==> src/rtl/rofs_pkg.sv <==
// ----------------------------------------------------------------------------
// rofs_pkg
// Shared types and constants for the ring of sized entries with byte-offset
// lookup: word layouts of both channels, the mode codes and default sizes.
// ----------------------------------------------------------------------------
package rofs_pkg;

    // default sizes for the top level parameters
    localparam int SLOTS_DEF        = 16;
    localparam int HANDLE_WIDTH_DEF = 32;
    localparam int SIZE_WIDTH_DEF   = 16;

    // fixed field widths of the channel words
    localparam int HANDLE_W = 32;
    localparam int SIZE_W   = 16;
    localparam int OFFSET_W = 20;
    localparam int SLOT_W   = 4;

    // item modes
    typedef enum logic {
        MODE_ADD  = 1'b0,
        MODE_FIND = 1'b1
    } mode_t;

    // input word
    typedef struct packed {
        mode_t                 mode;
        logic [HANDLE_W-1:0]   entry_handle;
        logic [SIZE_W-1:0]     entry_size;
        logic [OFFSET_W-1:0]   stream_offset;
    } in_t;

    // result word
    typedef struct packed {
        logic                  found;
        logic [SLOT_W-1:0]     slot;
        logic [HANDLE_W-1:0]   found_handle;
        logic [SIZE_W-1:0]     byte_offset;
    } out_t;

endpackage

==> src/rtl/rofs_ring_mem.sv <==
// ----------------------------------------------------------------------------
// rofs_ring_mem
// Entry store of the ring: one write port, one read port with registered
// data. Per-entry valid bits make unwritten entries read as zero after reset.
// ----------------------------------------------------------------------------
module rofs_ring_mem #(
    parameter int SLOTS        = rofs_pkg::SLOTS_DEF,
    parameter int HANDLE_WIDTH = rofs_pkg::HANDLE_WIDTH_DEF,
    parameter int SIZE_WIDTH   = rofs_pkg::SIZE_WIDTH_DEF,
    localparam int PTR_W       = $clog2(SLOTS)
) (
    input  logic                    clk,
    input  logic                    rst_n,
    input  logic                    wr_en,
    input  logic [PTR_W-1:0]        wr_addr,
    input  logic [HANDLE_WIDTH-1:0] wr_handle,
    input  logic [SIZE_WIDTH-1:0]   wr_size,
    input  logic                    rd_en,
    input  logic [PTR_W-1:0]        rd_addr,
    output logic [HANDLE_WIDTH-1:0] rd_handle,
    output logic [SIZE_WIDTH-1:0]   rd_size
);

    logic [HANDLE_WIDTH-1:0] handle_mem [SLOTS];
    logic [SIZE_WIDTH-1:0]   size_mem   [SLOTS];
    logic [SLOTS-1:0]        valid_reg;
    logic [HANDLE_WIDTH-1:0] rd_handle_reg;
    logic [SIZE_WIDTH-1:0]   rd_size_reg;

    // storage write
    always_ff @(posedge clk)
    begin
        if (wr_en)
        begin
            handle_mem[wr_addr] <= wr_handle;
            size_mem[wr_addr]   <= wr_size;
        end
    end

    // valid bits, cleared at reset
    always_ff @(posedge clk or negedge rst_n)
    begin
        if (!rst_n)
        begin
            valid_reg <= '0;
        end
        else if (wr_en)
        begin
            valid_reg[wr_addr] <= 1'b1;
        end
    end

    // registered read, unwritten entries read as zero
    always_ff @(posedge clk)
    begin
        if (rd_en)
        begin
            if (valid_reg[rd_addr])
            begin
                rd_handle_reg <= handle_mem[rd_addr];
                rd_size_reg   <= size_mem[rd_addr];
            end
            else
            begin
                rd_handle_reg <= '0;
                rd_size_reg   <= '0;
            end
        end
    end

    assign rd_handle = rd_handle_reg;
    assign rd_size   = rd_size_reg;

endmodule

==> src/rtl/rofs_walk_ctrl.sv <==
// ----------------------------------------------------------------------------
// rofs_walk_ctrl
// Ring pointers and the find walk. Adds write the store at the write
// position; finds stream reads from the read position one slot per cycle
// and check each returned entry in the cycle after its read.
// ----------------------------------------------------------------------------
module rofs_walk_ctrl #(
    parameter int SLOTS        = rofs_pkg::SLOTS_DEF,
    parameter int HANDLE_WIDTH = rofs_pkg::HANDLE_WIDTH_DEF,
    parameter int SIZE_WIDTH   = rofs_pkg::SIZE_WIDTH_DEF,
    localparam int PTR_W       = $clog2(SLOTS)
) (
    input  logic                    clk,
    input  logic                    rst_n,
    input  logic                    start,
    output logic                    busy,
    input  rofs_pkg::in_t           item,
    output logic                    done,
    output rofs_pkg::out_t          result,
    output logic                    wr_en,
    output logic [PTR_W-1:0]        wr_addr,
    output logic [HANDLE_WIDTH-1:0] wr_handle,
    output logic [SIZE_WIDTH-1:0]   wr_size,
    output logic                    rd_en,
    output logic [PTR_W-1:0]        rd_addr,
    input  logic [HANDLE_WIDTH-1:0] rd_handle,
    input  logic [SIZE_WIDTH-1:0]   rd_size
);

    localparam int CNT_W = $clog2(SLOTS + 1);
    localparam int CMP_W = (SIZE_WIDTH > rofs_pkg::OFFSET_W) ? SIZE_WIDTH
                                                             : rofs_pkg::OFFSET_W;
    localparam logic [PTR_W-1:0] LAST_SLOT = PTR_W'(SLOTS - 1);

    typedef enum logic [1:0] {
        ST_IDLE = 2'b01,
        ST_WALK = 2'b10
    } state_t;

    state_t                      state_reg, state_next;
    logic [PTR_W-1:0]            wpos_reg, wpos_next;
    logic [PTR_W-1:0]            rpos_reg, rpos_next;
    logic                        full_reg, full_next;
    logic [PTR_W-1:0]            addr_reg, addr_next;
    logic [PTR_W-1:0]            eaddr_reg, eaddr_next;
    logic [CNT_W-1:0]            iss_cnt_reg, iss_cnt_next;
    logic [PTR_W-1:0]            ev_cnt_reg, ev_cnt_next;
    logic                        pend_reg, pend_next;
    logic [rofs_pkg::OFFSET_W-1:0] rem_reg, rem_next;
    logic                        done_reg, done_next;
    rofs_pkg::out_t              res_reg, res_next;

    logic [CMP_W-1:0]            rem_ext;
    logic [CMP_W-1:0]            size_ext;

    assign rem_ext  = CMP_W'(rem_reg);
    assign size_ext = CMP_W'(rd_size);

    // write port straight from the accepted word
    assign wr_addr   = wpos_reg;
    assign wr_handle = HANDLE_WIDTH'(item.entry_handle);
    assign wr_size   = SIZE_WIDTH'(item.entry_size);
    assign rd_addr   = addr_reg;

    assign busy   = (state_reg != ST_IDLE);
    assign done   = done_reg;
    assign result = res_reg;

    // pointer update and walk sequencing
    always_comb
    begin
        state_next   = state_reg;
        wpos_next    = wpos_reg;
        rpos_next    = rpos_reg;
        full_next    = full_reg;
        addr_next    = addr_reg;
        eaddr_next   = eaddr_reg;
        iss_cnt_next = iss_cnt_reg;
        ev_cnt_next  = ev_cnt_reg;
        pend_next    = pend_reg;
        rem_next     = rem_reg;
        done_next    = 1'b0;
        res_next     = res_reg;
        wr_en        = 1'b0;
        rd_en        = 1'b0;

        unique case (state_reg)
            ST_IDLE:
            begin
                if (start)
                begin
                    if (item.mode == rofs_pkg::MODE_ADD)
                    begin
                        wr_en     = 1'b1;
                        wpos_next = (wpos_reg == LAST_SLOT) ? '0 : wpos_reg + 1'b1;
                        if (full_reg)
                        begin
                            rpos_next = (rpos_reg == LAST_SLOT) ? '0 : rpos_reg + 1'b1;
                        end
                        if (wpos_reg == LAST_SLOT)
                        begin
                            full_next = 1'b1;
                        end
                        done_next = 1'b1;
                        res_next  = '0;
                    end
                    else
                    begin
                        state_next   = ST_WALK;
                        addr_next    = rpos_reg;
                        iss_cnt_next = '0;
                        ev_cnt_next  = '0;
                        pend_next    = 1'b0;
                        rem_next     = item.stream_offset;
                    end
                end
            end

            ST_WALK:
            begin
                // issue side: one read a cycle, at most one per slot
                rd_en = (iss_cnt_reg != CNT_W'(SLOTS));
                if (rd_en)
                begin
                    addr_next    = (addr_reg == LAST_SLOT) ? '0 : addr_reg + 1'b1;
                    iss_cnt_next = iss_cnt_reg + 1'b1;
                    eaddr_next   = addr_reg;
                end
                pend_next = rd_en;

                // check side: entry returned for the previous read
                if (pend_reg)
                begin
                    if (rd_size == '0)
                    begin
                        state_next = ST_IDLE;
                        pend_next  = 1'b0;
                        done_next  = 1'b1;
                        res_next   = '0;
                    end
                    else if (rem_ext < size_ext)
                    begin
                        state_next            = ST_IDLE;
                        pend_next             = 1'b0;
                        done_next             = 1'b1;
                        res_next.found        = 1'b1;
                        res_next.slot         = rofs_pkg::SLOT_W'(eaddr_reg);
                        res_next.found_handle = rofs_pkg::HANDLE_W'(rd_handle);
                        res_next.byte_offset  = rem_reg[rofs_pkg::SIZE_W-1:0];
                    end
                    else
                    begin
                        rem_next    = rofs_pkg::OFFSET_W'(rem_ext - size_ext);
                        ev_cnt_next = ev_cnt_reg + 1'b1;
                        if (ev_cnt_reg == LAST_SLOT)
                        begin
                            state_next = ST_IDLE;
                            pend_next  = 1'b0;
                            done_next  = 1'b1;
                            res_next   = '0;
                        end
                    end
                end
            end

            default:
            begin
                state_next = ST_IDLE;
            end
        endcase
    end

    // control registers
    always_ff @(posedge clk or negedge rst_n)
    begin
        if (!rst_n)
        begin
            state_reg   <= ST_IDLE;
            wpos_reg    <= '0;
            rpos_reg    <= '0;
            full_reg    <= 1'b0;
            iss_cnt_reg <= '0;
            ev_cnt_reg  <= '0;
            pend_reg    <= 1'b0;
            done_reg    <= 1'b0;
        end
        else
        begin
            state_reg   <= state_next;
            wpos_reg    <= wpos_next;
            rpos_reg    <= rpos_next;
            full_reg    <= full_next;
            iss_cnt_reg <= iss_cnt_next;
            ev_cnt_reg  <= ev_cnt_next;
            pend_reg    <= pend_next;
            done_reg    <= done_next;
        end
    end

    // walk payload registers
    always_ff @(posedge clk)
    begin
        addr_reg  <= addr_next;
        eaddr_reg <= eaddr_next;
        rem_reg   <= rem_next;
        res_reg   <= res_next;
    end

`ifndef SYNTHESIS
    // a result word only appears once the walk has released the store
    assert property (@(posedge clk) disable iff (!rst_n)
        done_reg |-> (state_reg == ST_IDLE))
        else $error("result strobe while walk still active");

    // no read data left in flight once idle
    assert property (@(posedge clk) disable iff (!rst_n)
        !(pend_reg && (state_reg == ST_IDLE)))
        else $error("read pending outside a walk");

    // the read position only moves after the ring has filled once
    assert property (@(posedge clk) disable iff (!rst_n)
        !full_reg |-> (rpos_reg == '0))
        else $error("read position moved before ring full");

    // a walk never issues more reads than there are slots
    assert property (@(posedge clk) disable iff (!rst_n)
        iss_cnt_reg <= CNT_W'(SLOTS))
        else $error("walk issued too many reads");

    // an add leaves the block ready and strobes its word on the next cycle
    assert property (@(posedge clk) disable iff (!rst_n)
        (start && !busy && (item.mode == rofs_pkg::MODE_ADD)) |=> (done_reg && !busy))
        else $error("add did not complete in one cycle");
`endif

endmodule

==> src/rtl/ring_of_sized_entries_offset_lookup_top.sv <==
// ----------------------------------------------------------------------------
// ring_of_sized_entries_offset_lookup_top
// Ring of sized entries with byte-offset lookup, built around a single-port
// read / single-port write entry store.
// ----------------------------------------------------------------------------
// Usage:
//   Input channel: drive item and raise start; the word is taken at a rising
//   edge with start high and busy low. item.mode selects add or find.
//   Result channel: every accepted word yields one result word on result,
//   valid for exactly one cycle while done is high. The receiver cannot
//   stall, so it must take the word in that cycle.
//   Add: written into the store at the accept edge; done follows in the
//   next cycle and busy stays low, so adds can go in every cycle.
//   Find: busy stays high while the walk looks at entries, 1 to SLOTS of
//   them; done comes with busy falling.
//   The walk is paced by the store's one read port: one entry per cycle,
//   with the registered read at the start of the walk.
//   Busy holds off new words while a walk reads the store, so adds never
//   overlap a find.
//   Reset (rst_n low, asynchronous) empties the ring: all entries read as
//   zero, pointers and full flag clear. No clearing pass is needed.
// ----------------------------------------------------------------------------
module ring_of_sized_entries_offset_lookup_top #(
    parameter int SLOTS        = rofs_pkg::SLOTS_DEF,
    parameter int HANDLE_WIDTH = rofs_pkg::HANDLE_WIDTH_DEF,
    parameter int SIZE_WIDTH   = rofs_pkg::SIZE_WIDTH_DEF
) (
    input  logic           clk,
    input  logic           rst_n,
    input  logic           start,
    output logic           busy,
    input  rofs_pkg::in_t  item,
    output logic           done,
    output rofs_pkg::out_t result
);

    localparam int PTR_W = $clog2(SLOTS);

    logic                    wr_en;
    logic [PTR_W-1:0]        wr_addr;
    logic [HANDLE_WIDTH-1:0] wr_handle;
    logic [SIZE_WIDTH-1:0]   wr_size;
    logic                    rd_en;
    logic [PTR_W-1:0]        rd_addr;
    logic [HANDLE_WIDTH-1:0] rd_handle;
    logic [SIZE_WIDTH-1:0]   rd_size;

    // pointers and walk sequencer
    rofs_walk_ctrl #(
        .SLOTS        (SLOTS),
        .HANDLE_WIDTH (HANDLE_WIDTH),
        .SIZE_WIDTH   (SIZE_WIDTH)
    ) u_ctrl (
        .clk       (clk),
        .rst_n     (rst_n),
        .start     (start),
        .busy      (busy),
        .item      (item),
        .done      (done),
        .result    (result),
        .wr_en     (wr_en),
        .wr_addr   (wr_addr),
        .wr_handle (wr_handle),
        .wr_size   (wr_size),
        .rd_en     (rd_en),
        .rd_addr   (rd_addr),
        .rd_handle (rd_handle),
        .rd_size   (rd_size)
    );

    // entry store
    rofs_ring_mem #(
        .SLOTS        (SLOTS),
        .HANDLE_WIDTH (HANDLE_WIDTH),
        .SIZE_WIDTH   (SIZE_WIDTH)
    ) u_mem (
        .clk       (clk),
        .rst_n     (rst_n),
        .wr_en     (wr_en),
        .wr_addr   (wr_addr),
        .wr_handle (wr_handle),
        .wr_size   (wr_size),
        .rd_en     (rd_en),
        .rd_addr   (rd_addr),
        .rd_handle (rd_handle),
        .rd_size   (rd_size)
    );

endmodule
==> config.mk <==
export PLATFORM = sky130hd
export DESIGN_NAME = ring_of_sized_entries_offset_lookup_top
export DESIGN_NICKNAME = d
export VERILOG_FILES = /design/src/rtl/rofs_pkg.sv /design/src/rtl/rofs_ring_mem.sv /design/src/rtl/rofs_walk_ctrl.sv /design/src/rtl/ring_of_sized_entries_offset_lookup_top.sv
export SDC_FILE = /design/constraint.sdc
export NUM_CORES = 1
export LEC_CHECK = 0
export BUFFER_PORTS_ARGS = -buffer_cell sky130_fd_sc_hd__clkbuf_2
export CAP_MARGIN = 20
export CORE_MARGIN = 2
export CORE_UTILIZATION = 53
export CTS_BUF_LIST = sky130_fd_sc_hd__clkbuf_8 sky130_fd_sc_hd__clkbuf_16
export CTS_CLUSTER_SIZE = 20
export DETAILED_ROUTE_END_ITERATION = 7
export PLACE_DENSITY = 0.82
export RECOVER_POWER = 25
export SYNTH_ARGS = -nofsm -noshare
export SYNTH_HDL_FRONTEND = slang
export SYNTH_SLANG_ARGS = --single-unit
==> constraint.sdc <==
create_clock -name clk -period 6.75 [get_ports clk]
set_input_delay 1.35 -clock clk [delete_from_list [all_inputs] [get_ports clk]]
set_output_delay 1.35 -clock clk [all_outputs]
set_load 0.005 [all_outputs]
==> impl_metrics.ini <==
[status]
outcome = complete, but fails checks
violations = capacitance limit, slew limit

[synth]
synth_compound_area_share_pct = 1.55
synth_xor_area_share_pct = 0.479
synth_top_family_by_area = multiplexers
syn_inst = 1698
synth-seq-cells = 935
synth_fa_ha_area_share_pct = 0.979
synth.area.mux_share_pct = 15.5
ys.flop_type = edfxtp_1
yosysWarnings = 0
syn_nets = 1798
avgSynthCellArea_um2 = 21.5
yosys.area_share.simple_pct = 3.84
synth_edf_count = 897
async_flop_share_pct = 4.06
ys_seq_area_share_pct = 76.3
yosysUniqueCellTypes = 56
synth_area_um2 = 36500

[floorplan]
fp-row-count = 96
coreArea_um2 = 68500
die_area_um2 = 71100
dieHeight_um = 267
pin_count = 127
die_w_um = 267
floorplan.initialDensity_pct = 53.4

[detailed_routing]
wl_um = 82200
antenna_left = 0
dr.first_iter.drc_count = 2071
avgViaCountPerCell = 6.38
drt_first_pass_iters = 5
wl_per_cell_um = 29.1
via_count = 18000
drc = 0

[sta]
fin_worst_skew_ps = 23.8
slew_headroom_pct = -12.8
tightest_slew_ps = 1690
tns_ps = 0
maxSlewViolCount = 30
timing.fmax_mhz = 278
rsz0062_at_grt = false
min_period_ps = 3600
setup_violations = 0
hold_viol = 0
period_share_pct = 53.3

[layout]
top_register = u_mem.handle_mem
layout-drive-gt1-share_pct = 28.0
largest_reg_flops = 512
syn_to_final_growth_pct = 12.4
fin_cells = 2828
layout.nets = 1972

[grt]
track_usage_pct = 23.3
grt_pass1_vias = 18500
grt_pass1_wl_um = 121000
grt_max_degree = 124
antenna_found_initial = 2
grt.overflow.total = 0

[worst_setup_path]
reg2reg_depth = 6
crit_arrival_ps = 3960
cp_num_buf_inv = 2
crit_required_ps = 7110
cpPeakStageDelay_ps = 900
start_kind = flop
cpMaxStageDelayCell = buf_4
cp.depth = 6
crit_fanout = 68
crit_top_cell = buf_4
critical_path.top_delay_family = buffers and inverters
crit_chain = buf_4 > mux2i_1 > nor2_1 > a21oi_4 > buf_4 > nor2b_1
worstSetupPathType = reg -> reg
end_kind = flop

[clock_network]
cts_tree = built
cts_hold_buf = 0
cts_htree_levels = 3
root_buffer = clkbuf_16
cts_sinks = 935
post_cts_resized = 0
cts.reportedPaths.clkPinSlew_ps = 60
clockBufferDepth = 3
numCtsBuffers = 89
post_cts_buffers = 0
clk_latency_ps = 650

[placement]
gp_congestion = 0.855
place_inst = 2659
place_hpwl_um = 45400
portBuffers = 126

[worst_hold_path]
hold_path_class = reg -> reg
min_path_cells = 1

[power]
p_leak_nw = 13.5
vdd_drop_max_mv = 0.209
pwr_density_cell_nw_per_um2 = 360

[job]
cap_viol_max_count = 1
worst paths after layout:
kind,start,endpoint,slack [ps]
worst max register to register,u_ctrl.rd_addr[1],u_mem.rd_size[13],3150
min in group asynchronous,rst_n,u_ctrl.state_reg[1],660
worst min-delay path,u_mem.valid_reg[7],u_mem.valid_reg[7],480
worst max-delay path,u_ctrl.rd_addr[1],u_mem.rd_size[13],3150
worst min register to register,u_mem.valid_reg[7],u_mem.valid_reg[7],480
max in group asynchronous,rst_n,u_mem.valid_reg[12],4130
kinds of logic after synthesis:
logic type,count (synthesis)
simple gates,259
xor+xnor,20
buf+inv,110
compound gates,86
flops,935
fa+ha+maj,28
mux,260
area by class of cell:
class / instances / area [µm²]
well taps: 882 / 1100
multi-input cells: 653 / 8320
repair buffers: 161 / 926
clock inverters: 70 / 447
fillers: 4616 / 27400
inverters: 32 / 120
flip-flops and latches: 935 / 27900
clock buffers: 92 / 2280
diodes: 3 / 7.51
Yosys cell counts, drive strengths merged, types with 14 or more instances:
cell    number  area share, %
nor2b       50           0.86
mux2        14           0.43
ha          27           0.92
nor2        43           0.44
nand2       42           0.43
clkbuf      30           0.31
dfrtp       37            2.5
buf         48           0.68
a21oi       27           0.37
inv         32           0.33
edfxtp     897             74
or2         17           0.29
mux4       244             15
and2        55           0.94
cell usage in the layout, fill, tap and decap left out, types with 12 or more instances in the layout:
| master | synthesis | routed |
|---|---|---|
| a21oi_1 | 27 | 26 |
| and2_1 | 55 | 55 |
| buf_4 | 3 | 29 |
| clkbuf_1 | 30 | 34 |
| clkbuf_16 | 0 | 90 |
| clkbuf_2 | 0 | 93 |
| clkinv_1 | 0 | 19 |
| clkinv_2 | 0 | 14 |
| dfrtp_1 | 37 | 37 |
| edfxtp_1 | 897 | 897 |
| ha_1 | 27 | 27 |
| inv_1 | 32 | 56 |
| mux2_2 | 14 | 14 |
| mux4_2 | 244 | 244 |
| nand2_1 | 42 | 42 |
| nor2_1 | 43 | 30 |
| nor2_4 | 0 | 13 |
| nor2b_1 | 50 | 50 |
| o21ai_0 | 12 | 12 |
| or2_2 | 17 | 17 |
| xnor2_1 | 13 | 13 |
report_power, final:
group,switching (mW),internal (mW)
logic,1.66,1.31
clock network,2.11,2.60
registers,0.223,6.90
through the flow:
| stage | total power, mW | util (%) | worst slack (ps) | hold WS (ps) | area (µm²) |
|---|---|---|---|---|---|
| after floorplan | 9.23 | - | 1110 | 421 | 36500 |
| after CTS | 14.8 | 59.9 | 3180 | 475 | 41000 |
| after global routing | 15.3 | 60.0 | 2960 | 491 | 41100 |
| after global placement | 10.0 | 56.0 | 2880 | 447 | 38300 |
| after detailed placement | 10.1 | 56.0 | 2820 | 447 | 38300 |
| final | 14.8 | 60.0 | 3150 | 482 | 41100 |
layer usage:
metal | vias up | global-route usage, % | routed length (µm)
met5 | - | 0 | 13
met4 | 2 | 6.92 | 1980
met3 | 159 | 3.41 | 7080
met2 | 1054 | 38.6 | 42100
met1 | 9494 | 32.8 | 31100
li1 | 7331 | - | -
(Power assumes the default switching activity.)
